===== src/design/rrlc_pkg.sv =====
// shared types and constants for the range rule line checker
`timescale 1ns / 1ps

package rrlc_pkg;

    localparam int CH_W    = 8;
    localparam int COUNT_W = 8;
    localparam int PHASE_W = 3;

    // rule phases
    localparam logic [PHASE_W-1:0] RP_FIRST    = 3'd0;
    localparam logic [PHASE_W-1:0] RP_VAL_OR_EQ = 3'd1;
    localparam logic [PHASE_W-1:0] RP_AFTER_VAL = 3'd2;
    localparam logic [PHASE_W-1:0] RP_RANGE_END = 3'd3;
    localparam logic [PHASE_W-1:0] RP_RIGHT_VAL = 3'd4;
    localparam logic [PHASE_W-1:0] RP_COMPLETE  = 3'd5;

    // token phases
    localparam logic [PHASE_W-1:0] TP_BETWEEN = 3'd0;
    localparam logic [PHASE_W-1:0] TP_MINUS   = 3'd1;
    localparam logic [PHASE_W-1:0] TP_DIGITS  = 3'd2;
    localparam logic [PHASE_W-1:0] TP_KEYWORD = 3'd3;
    localparam logic [PHASE_W-1:0] TP_AFTER_KW = 3'd4;

    localparam logic [PHASE_W-1:0] KW_LEN = 3'd4;

    localparam logic [CH_W-1:0] CH_NUL   = 8'h00;
    localparam logic [CH_W-1:0] CH_TAB   = 8'h09;
    localparam logic [CH_W-1:0] CH_LF    = 8'h0A;
    localparam logic [CH_W-1:0] CH_SPACE = 8'h20;
    localparam logic [CH_W-1:0] CH_MINUS = 8'h2D;
    localparam logic [CH_W-1:0] CH_ZERO  = 8'h30;
    localparam logic [CH_W-1:0] CH_NINE  = 8'h39;
    localparam logic [CH_W-1:0] CH_EQ    = 8'h3D;
    localparam logic [CH_W-1:0] CH_T     = 8'h74;

    localparam logic [CH_W-1:0] KW_TEXT [4] = '{8'h74, 8'h68, 8'h72, 8'h75};

    typedef struct packed {
        logic [PHASE_W-1:0] rule_phase;
        logic [PHASE_W-1:0] token_phase;
        logic [PHASE_W-1:0] keyword_pos;
        logic               error_seen;
        logic               line_done;
        logic [COUNT_W-1:0] value_count;
    } line_state_t;

    localparam line_state_t LINE_STATE_RESET = '{
        rule_phase:  RP_FIRST,
        token_phase: TP_BETWEEN,
        keyword_pos: '0,
        error_seen:  1'b0,
        line_done:   1'b0,
        value_count: '0
    };

    typedef struct packed {
        logic               valid;
        logic               status;
        logic [COUNT_W-1:0] count;
    } line_result_t;

endpackage


===== src/design/range_rule_line_checker_core.sv =====
// top level of the range rule line checker
// usage:
//   one character of a rule line enters per item on the s_ channel, tdata
//   carrying the character and tlast marking the final character of the line
//   a zero byte ends the line early; later characters up to tlast are ignored
//   one result item leaves on the m_ channel for each line, after its tlast item
//   m_tdata bit 0 is the status (0 ok, 1 syntax error), bits 8:1 the count
//   of left-side values and ranges, zero on error
// timing:
//   one item per cycle while s_tready is high; the line state register is updated in the
//   cycle of each accepted item and the result register is loaded at the same
//   edge, so a result appears in the cycle after its tlast item is accepted
// reset and stall:
//   aresetn low clears the line state and drops m_tvalid
//   while a result waits, s_tready follows m_tready, so a new item is still
//   taken in the cycle the waiting result leaves
`timescale 1ns / 1ps

module range_rule_line_checker_core
    import rrlc_pkg::*;
(
    input  logic              aclk,
    input  logic              aresetn,
    input  logic              s_tvalid,
    output logic              s_tready,
    input  logic [CH_W-1:0]   s_tdata,   // ch
    input  logic              s_tlast,
    output logic              m_tvalid,
    input  logic              m_tready,
    output logic [15:0]       m_tdata    // status, count, zero pad
);

    line_state_t  state_reg;
    line_state_t  state_next;
    line_result_t res;
    logic         s_fire;

    assign s_fire = s_tvalid && s_tready;

    rrlc_step u_step (
        .cur  (state_reg),
        .ch   (s_tdata),
        .last (s_tlast),
        .nxt  (state_next),
        .res  (res)
    );

    rrlc_out u_out (
        .aclk     (aclk),
        .aresetn  (aresetn),
        .in_fire  (s_fire),
        .res      (res),
        .in_ready (s_tready),
        .m_tvalid (m_tvalid),
        .m_tready (m_tready),
        .m_tdata  (m_tdata)
    );

    always_ff @(posedge aclk) begin
        if (!aresetn) begin
            state_reg <= LINE_STATE_RESET;
        end else if (s_fire) begin
            state_reg <= state_next;
        end
    end

endmodule


===== src/design/rrlc_step.sv =====
// next-state and line result logic for one character
`timescale 1ns / 1ps

module rrlc_step
    import rrlc_pkg::*;
(
    input  line_state_t         cur,
    input  logic [CH_W-1:0]     ch,
    input  logic                last,
    output line_state_t         nxt,
    output line_result_t        res
);

    line_state_t st;
    logic        fall;
    logic        is_dig;
    logic        is_blk;
    logic        is_sp_tab;
    logic        ok;

    function automatic line_state_t value_done(input line_state_t s);
        line_state_t r;
        r = s;
        r.token_phase = TP_BETWEEN;
        case (s.rule_phase)
            RP_FIRST, RP_VAL_OR_EQ: begin
                if (s.value_count != {COUNT_W{1'b1}}) begin
                    r.value_count = s.value_count + COUNT_W'(1);
                end
                r.rule_phase = RP_AFTER_VAL;
            end
            RP_RANGE_END: r.rule_phase = RP_VAL_OR_EQ;
            RP_RIGHT_VAL: r.rule_phase = RP_COMPLETE;
            default: ;
        endcase
        return r;
    endfunction

    function automatic line_state_t start_value(input line_state_t s, input logic [CH_W-1:0] c);
        line_state_t r;
        r = s;
        if (c == CH_MINUS) begin
            r.token_phase = TP_MINUS;
        end else if (c >= CH_ZERO && c <= CH_NINE) begin
            r.token_phase = TP_DIGITS;
        end else begin
            r.error_seen = 1'b1;
        end
        return r;
    endfunction

    function automatic line_state_t finish(input line_state_t s);
        line_state_t r;
        r = s;
        if (!s.error_seen && s.token_phase == TP_DIGITS) begin
            r = value_done(s);
        end
        r.line_done = 1'b1;
        return r;
    endfunction

    assign is_dig    = (ch >= CH_ZERO) && (ch <= CH_NINE);
    assign is_sp_tab = (ch == CH_SPACE) || (ch == CH_TAB);
    assign is_blk    = is_sp_tab || (ch == CH_LF);

    always_comb begin
        st   = cur;
        fall = 1'b0;
        ok   = 1'b0;
        if (!cur.line_done) begin
            if (ch == CH_NUL) begin
                st = finish(cur);
            end else if (!cur.error_seen && cur.rule_phase != RP_COMPLETE) begin
                case (cur.token_phase)
                    TP_MINUS: begin
                        if (is_dig) begin
                            st.token_phase = TP_DIGITS;
                        end else begin
                            st.error_seen = 1'b1;
                        end
                    end
                    TP_DIGITS: begin
                        if (is_dig) begin
                            st = cur;
                        end else if (is_blk) begin
                            st = value_done(cur);
                        end else if (ch != CH_EQ) begin
                            st.error_seen = 1'b1;
                        end else begin
                            st = value_done(cur);
                            fall = (st.rule_phase != RP_COMPLETE);
                        end
                    end
                    TP_KEYWORD: begin
                        if (cur.keyword_pos < KW_LEN
                                && ch == KW_TEXT[cur.keyword_pos[1:0]]) begin
                            st.keyword_pos = cur.keyword_pos + 3'd1;
                            if (st.keyword_pos == KW_LEN) begin
                                st.token_phase = TP_AFTER_KW;
                            end
                        end else begin
                            st.error_seen = 1'b1;
                        end
                    end
                    TP_AFTER_KW: begin
                        if (is_sp_tab) begin
                            st.token_phase = TP_BETWEEN;
                            st.rule_phase  = RP_RANGE_END;
                        end else begin
                            st.error_seen = 1'b1;
                        end
                    end
                    default: fall = 1'b1;
                endcase

                if (fall && !is_blk) begin
                    case (st.rule_phase)
                        RP_AFTER_VAL: begin
                            if (ch == CH_T) begin
                                st.token_phase = TP_KEYWORD;
                                st.keyword_pos = 3'd1;
                            end else if (ch == CH_EQ) begin
                                st.rule_phase = RP_RIGHT_VAL;
                            end else begin
                                st.rule_phase = RP_VAL_OR_EQ;
                                st = start_value(st, ch);
                            end
                        end
                        RP_VAL_OR_EQ: begin
                            if (ch == CH_EQ) begin
                                st.rule_phase = RP_RIGHT_VAL;
                            end else begin
                                st = start_value(st, ch);
                            end
                        end
                        default: st = start_value(st, ch);
                    endcase
                end
            end
        end

        if (last && !st.line_done) begin
            st = finish(st);
        end
        ok = !st.error_seen && st.token_phase == TP_BETWEEN
             && (st.rule_phase == RP_COMPLETE || st.rule_phase == RP_FIRST);

        res.valid  = last;
        res.status = !ok;
        res.count  = ok ? st.value_count : '0;
        nxt        = last ? LINE_STATE_RESET : st;
    end

endmodule


===== src/design/rrlc_out.sv =====
// result register between the checker and the result channel
`timescale 1ns / 1ps

module rrlc_out
    import rrlc_pkg::*;
(
    input  logic          aclk,
    input  logic          aresetn,
    input  logic          in_fire,
    input  line_result_t  res,
    output logic          in_ready,
    output logic          m_tvalid,
    input  logic          m_tready,
    output logic [15:0]   m_tdata    // status, count, zero pad
);

    logic               valid_reg;
    logic               valid_next;
    logic               status_reg;
    logic [COUNT_W-1:0] count_reg;

    assign in_ready = !valid_reg || m_tready;

    always_comb begin
        valid_next = valid_reg;
        if (m_tready) begin
            valid_next = 1'b0;
        end
        if (in_fire && res.valid) begin
            valid_next = 1'b1;
        end
    end

    always_ff @(posedge aclk) begin
        if (!aresetn) begin
            valid_reg <= 1'b0;
        end else begin
            valid_reg <= valid_next;
        end
        if (in_fire && res.valid) begin
            status_reg <= res.status;
            count_reg  <= res.count;
        end
    end

    assign m_tvalid = valid_reg;
    assign m_tdata  = {7'd0, count_reg, status_reg};

endmodule


===== config.mk =====
export PLATFORM = sky130hd
export DESIGN_NAME = range_rule_line_checker_core
export DESIGN_NICKNAME = d
export VERILOG_FILES = /design/src/design/rrlc_pkg.sv /design/src/design/range_rule_line_checker_core.sv /design/src/design/rrlc_step.sv /design/src/design/rrlc_out.sv
export SDC_FILE = /design/constraint.sdc
export NUM_CORES = 1
export LEC_CHECK = 0
export ABC_AREA = 1
export BUFFER_PORTS_ARGS = -buffer_cell sky130_fd_sc_hd__buf_2
export CORE_UTILIZATION = 63
export CTS_BUF_LIST = sky130_fd_sc_hd__clkbuf_8
export DETAILED_ROUTE_END_ITERATION = 12
export HOLD_SLACK_MARGIN = 0.02
export PLACE_DENSITY = 0.84
export SYNTH_ARGS = -nofsm -noshare
export SYNTH_HDL_FRONTEND = slang
export SYNTH_HIERARCHICAL = 1
export SYNTH_SLANG_ARGS = --single-unit

===== constraint.sdc =====
create_clock -name aclk -period 3 [get_ports aclk]
set_input_delay 0.15 -clock aclk [delete_from_list [all_inputs] [get_ports aclk]]
set_output_delay 0.15 -clock aclk [all_outputs]
set_load 0.1 [all_outputs]

Word level (Yosys, flattened, before mapping)
Cells that the tools add are included.
{"block": "totals", "regBits": 29, "input_bits": 13, "output_inout_bits": 18, "elab_cells": 139}
{"block": "classes", "add_sub_neg": 3, "order_cmp": 4, "eq_ne": 27, "mux": 64, "bitwise": 1, "n_reduce_logical": 31}
{"cell": "$mux W19", "n": 10}
{"cell": "$mux W8", "n": 7}
{"cell": "$mux W3", "n": 17}
{"cell": "$pmux W19 S2", "n": 1}
{"cell": "$eq A8 B6 Y1 const B", "n": 3}
{"cell": "$eq A3 B2 Y1 const B", "n": 6}
{"cell": "$mux W6", "n": 3}
{"cell": "$mux W9", "n": 2}
{"cell": "$pmux W3 S3", "n": 2}
{"cell": "$add A8 B1 Y8 const B", "n": 2}
{"cell": "$bmux W8 S2", "n": 1}
{"cell": "$eq A8 B4 Y1 const B", "n": 2}
{"cell": "$mux W16", "n": 1}
{"cell": "$ne A8 B8 Y1 const B", "n": 2}
{"cell": "$eq A3 B3 Y1 const B", "n": 5}
{"cell": "$mux W1", "n": 14}
{"cell": "$eq A3 B1 Y1 const B", "n": 4}
{"cell": "$logic_not A3 Y1", "n": 4}
{"cell": "$pmux W3 S2", "n": 2}
{"cell": "$pmux W3 S4", "n": 1}
{"cell": "$logic_and A1 B1 Y1", "n": 11}
{"cell": "$mux W10", "n": 1}
{"cell": "$eq A8 B7 Y1 const B", "n": 1}
{"cell": "$eq A8 B8 Y1", "n": 1}
{"cell": "other kinds (16)", "n": 27}

Logic depth before layout (Yosys ltp)
Gate-level depths: netlist of the first run.
{"block": "logic_depth", "depth_word": 32, "depth_mapped": 30, "ltp_nobuf": 30}

By module
Netlist of the first run, hierarchy kept.
{"module": "rrlc_step", "n_inst": 1, "cells_per_inst": 445, "area_each_um2": 2228.4, "seq_area_each_um2": 0.0}
{"module": "range_rule_line_checker_core", "n_inst": 1, "cells_per_inst": 122, "area_each_um2": 794.5, "seq_area_each_um2": 380.4}
{"module": "rrlc_out", "n_inst": 1, "cells_per_inst": 25, "area_each_um2": 384.1, "seq_area_each_um2": 290.3}

Worst setup path before layout of the first run
OpenSTA, ideal clock, no wires.
{"block": "synth_path", "kind": "register to register", "from": "register state_reg[17] (netlist name)", "to": "register u_out.count_reg[2], data pin", "setup_time_ns": 0.257, "arrival_ns": 2.499, "required_time_ns": 2.743, "setup_slack_ns": 0.244, "stages_incl_launch_ff": 19, "n_path_buf": 1, "period_less_slack_ns": 2.756, "cell_sequence": "dfxtp_1 -> buf_6 -> nor2_1 -> nand2_1 -> nand2_1 -> inv_1 -> nand3_1 -> nand2_1 -> nand4_1 -> or2_2 -> nand2_1 -> ha_1 -> nand3_1 -> nor3_2 -> nand3_1 -> nand3_4 -> nor2_1 -> o21ai_1 -> nor2_2"}
{"block": "synth_between", "elab_chain_cells": 31, "elab_cells_between_ends": 71, "cone_classes": "add/sub (1); eq/ne (13); mux (41); reduce/logical (16)"}
{"item": "start: declaration", "line_no": "range_rule_line_checker_core.sv:33", "text": "line_state_t state_reg;"}
{"item": "start signal: assignment", "line_no": "range_rule_line_checker_core.sv:63", "text": "state_reg <= state_next;"}
{"item": "$eq A3 B1 Y1 / $logic_not A3 Y1 (equally long branches)", "line_no": "rrlc_step.sv:25", "text": "case (s.rule_phase)"}
{"item": "$reduce_or A2 Y1", "line_no": "rrlc_step.sv:25"}
{"item": "$pmux W3 S3", "line_no": "rrlc_step.sv:25"}
{"item": "$mux W3", "line_no": "rrlc_step.sv:87", "text": "end else if (ch != CH_EQ) begin"}
{"item": "$mux W3", "line_no": "rrlc_step.sv:85", "text": "end else if (is_blk) begin"}
{"item": "$mux W3", "line_no": "rrlc_step.sv:83", "text": "if (is_dig) begin"}
{"item": "$mux W3", "line_no": "rrlc_step.sv:74", "text": "case (cur.token_phase)"}
{"item": "$mux W3", "line_no": "rrlc_step.sv:73", "text": "end else if (!cur.error_seen && cur.rule_phase != RP_COMPLETE) begin"}
{"item": "[12 not listed]"}
{"item": "$mux W19", "line_no": "rrlc_step.sv:73"}
{"item": "$mux W19", "line_no": "rrlc_step.sv:71", "text": "if (ch == CH_NUL) begin"}
{"item": "$mux W19 (*)", "line_no": "rrlc_step.sv:70", "text": "if (!cur.line_done) begin"}
{"item": "branches (longest 4 deep; another with $add A8 B1 Y8)"}
{"item": "$mux W19 (*)", "line_no": "rrlc_step.sv:142", "text": "if (last && !st.line_done) begin"}
{"item": "$eq A3 B3 Y1 / $logic_not A3 Y1 (equally long branches)", "line_no": "rrlc_step.sv:146", "text": "&& (st.rule_phase == RP_COMPLETE || st.rule_phase == RP_FIRST);"}
{"item": "$logic_or A1 B1 Y1", "line_no": "rrlc_step.sv:146"}
{"item": "$logic_and A1 B1 Y1", "line_no": "rrlc_step.sv:146"}
{"item": "end signal: assignment", "line_no": "rrlc_out.sv:42", "text": "count_reg <= res.count;"}
{"item": "end: declaration", "line_no": "rrlc_out.sv:20", "text": "logic [COUNT_W-1:0] count_reg;"}
Mark *: on every way between the ends. The select of a mux whose other input is x is not followed.
A chain may end at the register's enable or synchronous reset.

==> flow_summary.json, run 1 <==
{
  "status": "finished, violations left",
  "violations": "negative setup slack",
  "peakVddDrop_uv": 343.0,
  "synthAdderAreaFrac": 0.02571,
  "core_area_sq_um": 5172,
  "clock-sinks": 29,
  "initial_core_util": 0.6587,
  "power_density_nw_per_um2": 373.5,
  "finalHoldViolations": 0,
  "muxShareOfSynthArea": 0,
  "hold_class": "in -> reg",
  "final_nets": 687,
  "crit_type": "reg -> reg",
  "clkLatencyLatePin_ns": 0.29,
  "fin_crit_sh": 1.043,
  "drt-initial-drc-count": 543,
  "setup_ws_ns": -0.1292,
  "synth_xor_xnor_area_share": 0.005141,
  "grt_max_degree": 40,
  "synthToLayoutAreaGrowth_pct": 26.07,
  "synth_top_family_by_area": "simple AND/OR/NAND/NOR gates",
  "yosysSeqAreaShare": 0.1968,
  "syn_area_per_cell_sq_um": 5.755,
  "rsz0062_at_grt": "true",
  "clk_path_buf_depth": 2,
  "fill_cells": 358,
  "htreeDepth": 2,
  "ios": 31,
  "period_minus_slack_ns": 3.129,
  "tightest_slew_ns": 0.7413,
  "yosys_register_bits": 29,
  "largest_reg_flops": 19,
  "antenna_cells": 0,
  "grt_pass1_vias": 3170,
  "p_total_mw": 1.604,
  "dieArea_sq_um": 5706,
  "holdBufCountCts": 0,
  "overflow": 0,
  "place_ws_ns": -0.03312,
  "hpwlAfterDp_mm": 7.313,
  "netlist_area_sq_um": 3407,
  "skew_ns": 0.006210,
  "yosys.area_share.simple": 0.5461,
  "clk_pin_slew_ns": 0.06,
  "routed-via-count": 4146,
  "wirelength_mm": 11.08,
  "required_ns": 3.22,
  "avgRoutedWirePerCell_um": 15.02,
  "tritoncts": "built",
  "synth_cell_type_count": 41,
  "critPathCaptureType": "flip-flop",
  "fin_tns_setup_ns": -1.141,
  "critPathMaxFanout": 7,
  "drc": 0,
  "maxSlewViolCount": 0,
  "die_h_um": 75.54,
  "drtAntennaViolNets": 0,
  "ys_warn_count": 6,
  "grt_pass1_wl_mm": 14.50,
  "vias_per_cell": 5.618,
  "setup_viol_count_final": 16,
  "cp.arrival_ns": 3.35,
  "drive_gt1_frac": 0.3458,
  "slew_headroom": 0.5040,
  "cts_made_buffers": 5,
  "portBuffers": 23,
  "placementRows": 26,
  "cts-root-buf": "clkbuf_8",
  "first_pass_iters": 5,
  "hold_depth": 4,
  "power.leakage_nw": 2.160,
  "groute.usage.overall": 0.3378,
  "antenna_found_initial": 0,
  "synth_compound_area_frac": 0.07896,
  "r2r_cells": 24,
  "drv_cap": 0,
  "fmax_ghz": 0.3196,
  "dieWidth_um": 75.54,
  "synthCells": 592,
  "worstSetupStartpointType": "flip-flop",
  "gp_congestion": 0.9686
}
[critical path, stage by stage, from the launching register on]
cell and delay (ns):
dfxtp_4 0.36, buf_6 0.12, ha_4 0.22, xor2_2 0.15, nor2_2 0.17, nand4_1 0.14, nand2_1 0.12, nand2_1 0.09
nand3_2 0.09, nand2_2 0.06, nand2_1 0.07, nand4_1 0.14, nand2_1 0.11, nand2_1 0.06, nor2_2 0.09, nand2_2 0.09
nor2_8 0.17, nand3_4 0.16, inv_4 0.10, nand2_1 0.06, nand2_1 0.08, inv_2 0.06, nor2_2 0.12, nor2_1 0.07
nor2_1 0.13
[per-layer routing]
metal | wire length (um) | vias up | part of all wire | global-route usage
li1 | - | 1980 | - | -
met1 | 4511 | 1835 | 0.41 | 0.5036
met2 | 5004 | 290 | 0.45 | 0.4960
met3 | 1267 | 41 | 0.11 | 0.06614
met4 | 298 | 0 | 0.027 | 0.08436
met5 | 0 | - | 0 | 0
[power by group]
group	switching, mW	leakage [nW]	internal (mW)
clock network	0.168	0.0439	0.160
registers	0.0295	0.250	0.430
logic	0.559	1.87	0.258
total	0.756	2.16	0.848
[what timing repair did]
action	CTS	global route
cloned	0	1
pin swaps	0	39
resized for setup	2	79
setup buffers	0	10
endpoints found under the setup margin	6	19
[through the flow]
stage | util | hold WS (ns) | std cells | instance area [sq um]
5_1_grt | 0.8304 | 0.1625 | 738 | 4295
3_3_place_gp | 0.7438 | 0.4337 | 719 | 3847
3_5_place_dp | 0.7438 | 0.4517 | 719 | 3847
2_1_floorplan | - | 0.2715 | 598 | 3430
4_1_cts | 0.7615 | 0.1519 | 727 | 3939
6_report | 0.8304 | 0.1475 | 738 | 4295
[kinds of logic (layout without fill, tap and decap cells)]
family | count (synthesis) | after routing
AND/OR/NAND/NOR | 397 | 398
buffers and inverters | 115 | 184
AO/OA/AOI/OAI | 41 | 41
flip-flops | 29 | 29
adder cells (fa/ha/maj) | 7 | 7
XOR/XNOR | 2 | 2
other | 1 | 7
[cell type report]
class / count / area [sq um] / area share
clock buffers: 5 / 68.82 / 0.01602
flip-flops and latches: 29 / 689.4 / 0.1605
repair buffers: 80 / 550.5 / 0.1282
inverters: 96 / 362.8 / 0.08447
well taps: 70 / 87.58 / 0.02039
multi-input cells: 455 / 2519 / 0.5864
clock inverters: 3 / 17.52 / 0.004078
[cell usage after synthesis]
cell type / count / area (sq um)
nor2_8: 1 / 20.02
nor2_2: 15 / 93.84
o21ai_1: 6 / 30.03
xor2_1: 2 / 17.52
buf_4: 11 / 82.58
nand2_4: 5 / 56.30
buf_2: 2 / 10.01
buf_6: 3 / 33.78
a31oi_1: 2 / 12.51
inv_2: 19 / 71.32
nor4_1: 2 / 12.51
nand3_2: 6 / 60.06
nor2_1: 97 / 364.1
nand3_4: 2 / 35.03
nor3_4: 1 / 16.27
buf_1: 1 / 3.750
inv_1: 77 / 289.0
a21oi_2: 3 / 26.28
dfxtp_1: 20 / 400.4
o31a_1: 1 / 8.760
nand3_1: 39 / 195.2
a221oi_1: 3 / 26.28
ha_1: 7 / 87.58
o21ai_0: 8 / 40.04
o2111ai_1: 1 / 8.760
a21oi_1: 12 / 60.06
clkbuf_1: 2 / 7.510
edfxtp_1: 9 / 270.3
or2_2: 1 / 6.260
nor3_1: 6 / 30.03
a311oi_1: 1 / 8.760
nand2_2: 23 / 143.9
o2bb2ai_1: 1 / 8.760
nor3_2: 1 / 10.01
a21oi_4: 2 / 32.53
conb_1: 1 / 3.750
nand2_1: 179 / 671.9
o22ai_1: 1 / 6.260
nor2_4: 5 / 56.30
nand4_1: 13 / 81.33
nand3b_1: 1 / 7.510
[worst paths after layout]
path,start,endpoint,slack (ns)
worst max-delay path,state_reg[11]$_SDFFE_PN0P_,state_reg[1]$_SDFFE_PN0P_,-0.13
worst min-delay path,m_tready,u_out/m_tvalid$_SDFFE_PN0P_,0.15
worst max register to register,state_reg[11]$_SDFFE_PN0P_,state_reg[1]$_SDFFE_PN0P_,-0.13
worst min register to register,u_out/m_tvalid$_SDFFE_PN0P_,u_out/m_tvalid$_SDFFE_PN0P_,0.50
[layout by cell type, fill, tap and decap left out, drive strengths merged, types with 9 or more instances in the layout]
cell and n:
inv 96, o21ai 14, nor2 118, edfxtp 9
a21oi 17, buf 80, nand4 13, nand3 48
dfxtp 20, nand2 207
No activity file was read; power rests on OpenSTA's default activity.
==> run 2, diff against run 1 <==
Settings changed: ABC_AREA 1 to unset, CORE_UTILIZATION 63 to 45, PLACE_DENSITY 0.84 to unset.
==> run 2 against run 1 <==
  * Highest routed layer unchanged
  * Clock-buffer cell count unchanged
  * Sequential share of layout area is 1.3 points lower
  * Critical path depth down 7
  * Core utilization fell by 16 points
  * Fmax shrank 6.2%
  * Sequential power fell by 10%
  * Hold slack better by 0.21 ns
  * Combinational power decreased by 56%
  * The flow still finishes with violations (negative setup slack)
  * Clock skew up 0.0031 ns
  * Via count decreased by 10%
==> flow_summary.json, run 2 <==
{
  "status": "finished, violations left",
  "violations": "negative setup slack",
  "slew_headroom": 0.5584,
  "stdcell_area_sq_um": 4613,
  "antenna_cells": 0,
  "setup_viol_count_final": 18,
  "hold_class": "in -> reg",
  "power_frac_seq": 0.359,
  "wirelength_mm": 10.44,
  "whs_ns": 0.3578,
  "finalHoldViolations": 0,
  "vias_per_cell": 5.854,
  "setup_ws_ns": -0.3373,
  "period_minus_slack_ns": 3.337,
  "clk_pin_slew_ns": 0.06,
  "htreeDepth": 2,
  "core_area_sq_um": 6869,
  "routed-via-count": 3729,
  "cts-root-buf": "clkbuf_8",
  "clkPwrFrac": 0.331,
  "drv_cap": 0,
  "synthTopCellsByArea": "dfxtp_1 (12%), edfxtp_1 (8.3%), nor2_1 (6.0%), nand4_1 (6.0%), nand2_1 (5.4%)",
  "holdBufCountCts": 0,
  "rr_startpoint": "state_reg[14]$_SDFFE_PN0P_",
  "yosys.area.top_type": "dfxtp_1",
  "combPwrFrac": 0.309,
  "hold_depth": 3,
  "peakVddDrop_uv": 298.3,
  "yosysMostFrequentCell": "nor2_1",
  "fin_crit_sh": 1.112,
  "netlist_area_sq_um": 3251,
  "cp.arrival_ns": 3.49,
  "clk_path_buf_depth": 2,
  "portBuffers": 23,
  "largest_reg_flops": 19,
  "grt_pass1_wl_mm": 16.48,
  "avgRoutedWirePerCell_um": 16.38,
  "tritoncts": "built",
  "power.internal_uw": 769.7,
  "r2r_cells": 17,
  "dpl_cell_area_sq_um": 4051,
  "crit_type": "reg -> reg",
  "final_nets": 560,
  "synthCells": 428,
  "antenna_found_initial": 0,
  "dieArea_sq_um": 7567,
  "drive_gt1_frac": 0.4122,
  "synth-main-ff-cell": "dfxtp_1",
  "overflow": 0,
  "power.leakage_nw": 1.775,
  "drtAntennaViolNets": 0,
  "clkLatencyLatePin_ns": 0.27,
  "groute.usage.overall": 0.2774,
  "clock-sinks": 29,
  "p_total_mw": 1.151,
  "syn_area_per_cell_sq_um": 7.595,
  "yosysSeqAreaShare": 0.2063,
  "hold_start": "s_tvalid",
  "grt_max_degree": 40,
  "critPathCaptureType": "flip-flop",
  "hpwlAfterDp_mm": 7.370,
  "final_common_cell": "buf_4",
  "first_pass_iters": 5,
  "worstReg2RegEnd": "state_reg[6]$_SDFFE_PN0P_",
  "switching_power_uw": 381.1,
  "rsz0062_at_grt": "true",
  "fmax_ghz": 0.2996,
  "skew_ns": 0.009338,
  "initial_core_util": 0.4732,
  "critPathMaxFanout": 6,
  "synth_top_area_share": 0.1232,
  "layout_common_cells": "buf_4 (106), nand2_1 (44), nor2_1 (44)",
  "synth_cell_type_count": 84,
  "synth-edff-count": 9,
  "synthToLayoutAreaGrowth_pct": 41.92,
  "required_ns": 3.15,
  "drt-initial-drc-count": 318,
  "maxSlewViolCount": 0,
  "ys_warn_count": 6,
  "place_ws_ns": -0.3508,
  "holdPathEnd": "state_reg[11]$_SDFFE_PN0P_",
  "gp_congestion": 0.9088,
  "power_density_nw_per_um2": 249.5,
  "cts_made_buffers": 5,
  "swShare": 0.3312,
  "tightest_slew_ns": 0.6624,
  "async_flop_share": 0,
  "dieWidth_um": 86.99,
  "drc": 0,
  "worstSetupStartpointType": "flip-flop",
  "reg2reg_slack_ns": -0.34,
  "yosys-top-cells-count": "nor2_1 (52), nand2_1 (47), nand4_1 (31)",
  "placementRows": 30,
  "die_h_um": 86.99,
  "yosys_register_bits": 29,
  "grt_pass1_vias": 3324,
  "ios": 31
}
## run 2: cell types whose count changed after synthesis, sizes merged, moves of 8 or more
cell,change
nor2,-66
nand2,-160
inv,-87
buf,+9
xor2,+8
nand2b,+8
nand4,+18
clkbuf,+10
nand3b,+9
nand3,-33
o21ai,+19
## run 2: power by group through the flow
| stage | Sequential (mW) | Combinational, mW | Clock (mW) |
|---|---|---|---|
| 2_1_floorplan | 0.459 | 0.198 | 0 |
| 3_3_place_gp | 0.422 | 0.303 | 0 |
| 3_5_place_dp | 0.422 | 0.303 | 0 |
| 4_1_cts | 0.413 | 0.326 | 0.388 |
| 5_1_grt | 0.414 | 0.375 | 0.408 |
| 6_report | 0.413 | 0.356 | 0.381 |
## run 2: kinds of logic (layout without fill, tap and decap cells)
kind of cell	Yosys count	after routing	synth area share
compound gates	100	101	0.2236
fa+ha+maj	7	7	0.02694
simple gates	222	222	0.3834
other cells	1	7	0.001154
buf+inv	47	153	0.09391
mux	7	7	0.02425
xor+xnor	15	15	0.04041
flops	29	29	0.2063
## run 2: routing by layer
metal,share of wire,wire (um),track usage
met5,0,0,0
met4,0.0058,61,0.03182
met3,0.074,770,0.04455
met2,0.46,4802,0.4345
met1,0.46,4802,0.4092
## run 2: how the worst max path moves through the flow
stage                                from                            to  slack (ns)  cells after the start
2_1_floorplan  state_reg[14]$_SDFFE_PN0P_  u_out/count_reg[1]$_DFFE_PP_       -0.36                     16
3_3_place_gp                   s_tdata[5]     state_reg[2]$_SDFFE_PN0P_       -0.29                     15
3_5_place_dp                   s_tdata[2]  u_out/count_reg[1]$_DFFE_PP_       -0.35                     15
4_1_cts        state_reg[14]$_SDFFE_PN0P_  u_out/count_reg[1]$_DFFE_PP_       -0.18                     14
5_1_grt        state_reg[14]$_SDFFE_PN0P_     state_reg[6]$_SDFFE_PN0P_       -0.52                     17
6_report       state_reg[14]$_SDFFE_PN0P_     state_reg[6]$_SDFFE_PN0P_       -0.34                     17
## run 2: timing repair
item | CTS | global route
endpoints found under the hold margin | 0 | 0
pin swaps | 16 | 25
buffers inserted | 8 | 14
setup endpoints to repair | 18 | 19
gates resized for setup | 37 | 23
cloned | 1 | 0
## run 2: final cells by class
cell class / instances / area (sq um)
Inverter: 9 / 33.78
Clock inverter: 3 / 37.54
Clock buffer: 5 / 68.82
Fill cell: 587 / 2256
Multi-Input combinational cell: 359 / 2676
Sequential cell: 29 / 678.2
Timing Repair Buffer: 136 / 998.5
Tap cell: 96 / 120.1
## run 2: per-stage QoR
stage	std cells	util	TNS (ns)
after floorplan	434	-	-3.777
after global placement	608	0.5898	-3.857
after detailed placement	608	0.5898	-4.503
after CTS	625	0.6419	-2.070
after global routing	637	0.6716	-7.498
final	637	0.6716	-4.573
## run 2: critical path: stages (launching register included)
cell and delay (ns):
dfxtp_2 0.33, buf_6 0.11, or3b_4 0.41, a2111oi_4 0.30, buf_4 0.19, nor2_2 0.03, mux2_4 0.28, and3_4 0.17
buf_6 0.12, o21ai_4 0.16, nand4_1 0.18, buf_6 0.18, buf_4 0.13, nor4_4 0.23, a211oi_1 0.08, buf_4 0.17
nand4_1 0.06, o21ai_1 0.08
==> run 3, diff against run 2 <==
Settings changed: CTS_BUF_LIST sky130_fd_sc_hd__clkbuf_8 to sky130_fd_sc_hd__clkbuf_16.
==> run 3 against run 2 <==
  * The run still ends with negative setup slack left
  * Sequential share of layout area is essentially flat
  * Final cell count is 0.63% lower
  * Sequential power about the same
  * Final area grew 0.19%
==> flow_summary.json, run 3 (synthesis results as in run 2) <==
{
  "tightest_slew_ns": 0.6598,
  "skew_ns": 0.005038,
  "crit_path_max_incr_delay_ns": 0.40,
  "grt_pass1_vias": 3278,
  "fin_crit_sh": 1.082,
  "status": "finished, violations left",
  "violations": "negative setup slack",
  "first_pass_iters": 5,
  "critPathCaptureType": "flip-flop",
  "avgRoutedWirePerCell_um": 16.22,
  "peakVddDrop_uv": 355.6,
  "antenna_found_initial": 0,
  "fmax_ghz": 0.3082,
  "multiInputGateArea_sq_um": 2666,
  "worstPathCellList": "buf_6 > or3b_4 > a2111oi_4 > nand2b_4 > a21oi_2 > nand3b_1 > nor4_4 > buf_4 > and4_4 > and3_4 > mux2i_2 > nor2_1",
  "htreeDepth": 2,
  "routed-via-count": 3654,
  "antenna_cells": 0,
  "clock-sinks": 29,
  "drive_gt1_frac": 0.4060,
  "reg2reg_slack_ns": -0.24,
  "slew_headroom": 0.5601,
  "groute.usage.overall": 0.2750,
  "placed_cells": 608,
  "regArea_sq_um": 678.2,
  "critPathMaxFanout": 7,
  "vias_per_cell": 5.773,
  "cp_top_family": "simple AND/OR/NAND/NOR gates",
  "maxSlewViolCount": 0,
  "required_ns": 3.01,
  "grt_pass1_wl_mm": 16.39,
  "finalHoldViolations": 0,
  "worstSetupStartpointType": "flip-flop",
  "cp_slowest_cell": "or3b_4",
  "holdBufCountCts": 0,
  "gp_congestion": 0.9088,
  "core_area_sq_um": 6869,
  "initial_core_util": 0.4732,
  "placementRows": 30,
  "clkLatencyLatePin_ns": 0.27,
  "cts_made_buffers": 5,
  "setup_ws_ns": -0.2447,
  "grt_max_degree": 40,
  "clk_pin_slew_ns": 0.05,
  "finalNonFillerCells": 633,
  "wirelength_mm": 10.27,
  "crit_type": "reg -> reg",
  "clk_path_buf_depth": 2,
  "final_common_cell": "buf_4",
  "die_h_um": 86.99,
  "cp.arrival_ns": 3.25,
  "overflow": 0,
  "drt-initial-drc-count": 302,
  "drc": 0,
  "ios": 31,
  "largest_reg_flops": 19,
  "fin_tns_setup_ns": -2.730,
  "portBuffers": 23,
  "hpwlAfterDp_mm": 7.370,
  "power.leakage_nw": 1.778,
  "rsz0062_at_grt": "true",
  "drtAntennaViolNets": 0,
  "fill_cells": 582,
  "synthToLayoutAreaGrowth_pct": 42.19,
  "layout_common_cells": "buf_4 (104), nor2_1 (45), nand2_1 (44)",
  "dieArea_sq_um": 7567,
  "power_density_nw_per_um2": 280.8,
  "dieWidth_um": 86.99,
  "crit_buf_inv": 2,
  "setup_viol_count_final": 17,
  "hold_class": "in -> reg",
  "drv_cap": 0,
  "period_minus_slack_ns": 3.245,
  "cts-root-buf": "clkbuf_16",
  "tritoncts": "built",
  "final_nets": 556
}
==> run 3: cell types whose count changed in the layout (fill, tap and decap cells not counted), moves of 2 or more <==
cell	previous run	this run
clkbuf_16	0	5
buf_4	106	104
buf_6	6	4
clkbuf_8	5	0
==> run 3: worst min-delay path, stage by stage <==
cell,delay [ns]
buf_2,0.24
nand4_1,0.15
o21ai_1,0.05
==> run 3: worst paths after layout <==
path | from | to | cells after the start
setup / recovery | state_reg[14]$_SDFFE_PN0P_ | u_out/count_reg[1]$_DFFE_PP_ | 12
hold reg to reg | state_reg[6]$_SDFFE_PN0P_ | state_reg[6]$_SDFFE_PN0P_ | 2
setup reg to reg | state_reg[14]$_SDFFE_PN0P_ | u_out/count_reg[1]$_DFFE_PP_ | 12
hold / removal | s_tvalid | state_reg[11]$_SDFFE_PN0P_ | 3
==> run 3: repair_timing <==
action,4_1_cts,5_1_grt
pin swaps,12,21
setup buffers,7,9
resized for setup,34,21
setup endpoints to repair,18,18
cloned,1,0
==> run 3: area by class of cell <==
| cell class | instances | share of cell area |
|---|---|---|
| Multi-Input combinational cell | 359 | 0.5769 |
| Clock inverter | 3 | 0.008121 |
| Inverter | 9 | 0.007309 |
| Clock buffer | 5 | 0.02707 |
| Tap cell | 96 | 0.02599 |
| Sequential cell | 29 | 0.1467 |
| Timing Repair Buffer | 132 | 0.2079 |
==> run 3: routing by layer <==
metal  GRT usage  part of all wire  vias up
met3     0.03886             0.062        4
met2      0.4288              0.45      139
li1            -                 -     1781
met4     0.03182            0.0042        0
met1      0.4104              0.48     1730
met5           0                 0        -
==> run 3: report_power, final <==
part	internal, mW	switching, mW
Clock	0.384	0.154
Combinational	0.111	0.234
Sequential	0.412	0.00281
==> run 3: metrics by stage <==
stage          total power [mW]  worst slack (ns)  instance area (sq um)  hold WS, ns  utilization
2_1_floorplan            0.6573           -0.3633                   3411       0.2997            -
3_3_place_gp             0.7243           -0.2917                   4051       0.4976       0.5898
3_5_place_dp             0.7247           -0.3508                   4051       0.5172       0.5898
4_1_cts                   1.280           -0.1816                   4423       0.3560       0.6439
5_1_grt                   1.348           -0.4049                   4622       0.3936       0.6729
6_report                  1.298           -0.2447                   4622       0.3592       0.6729
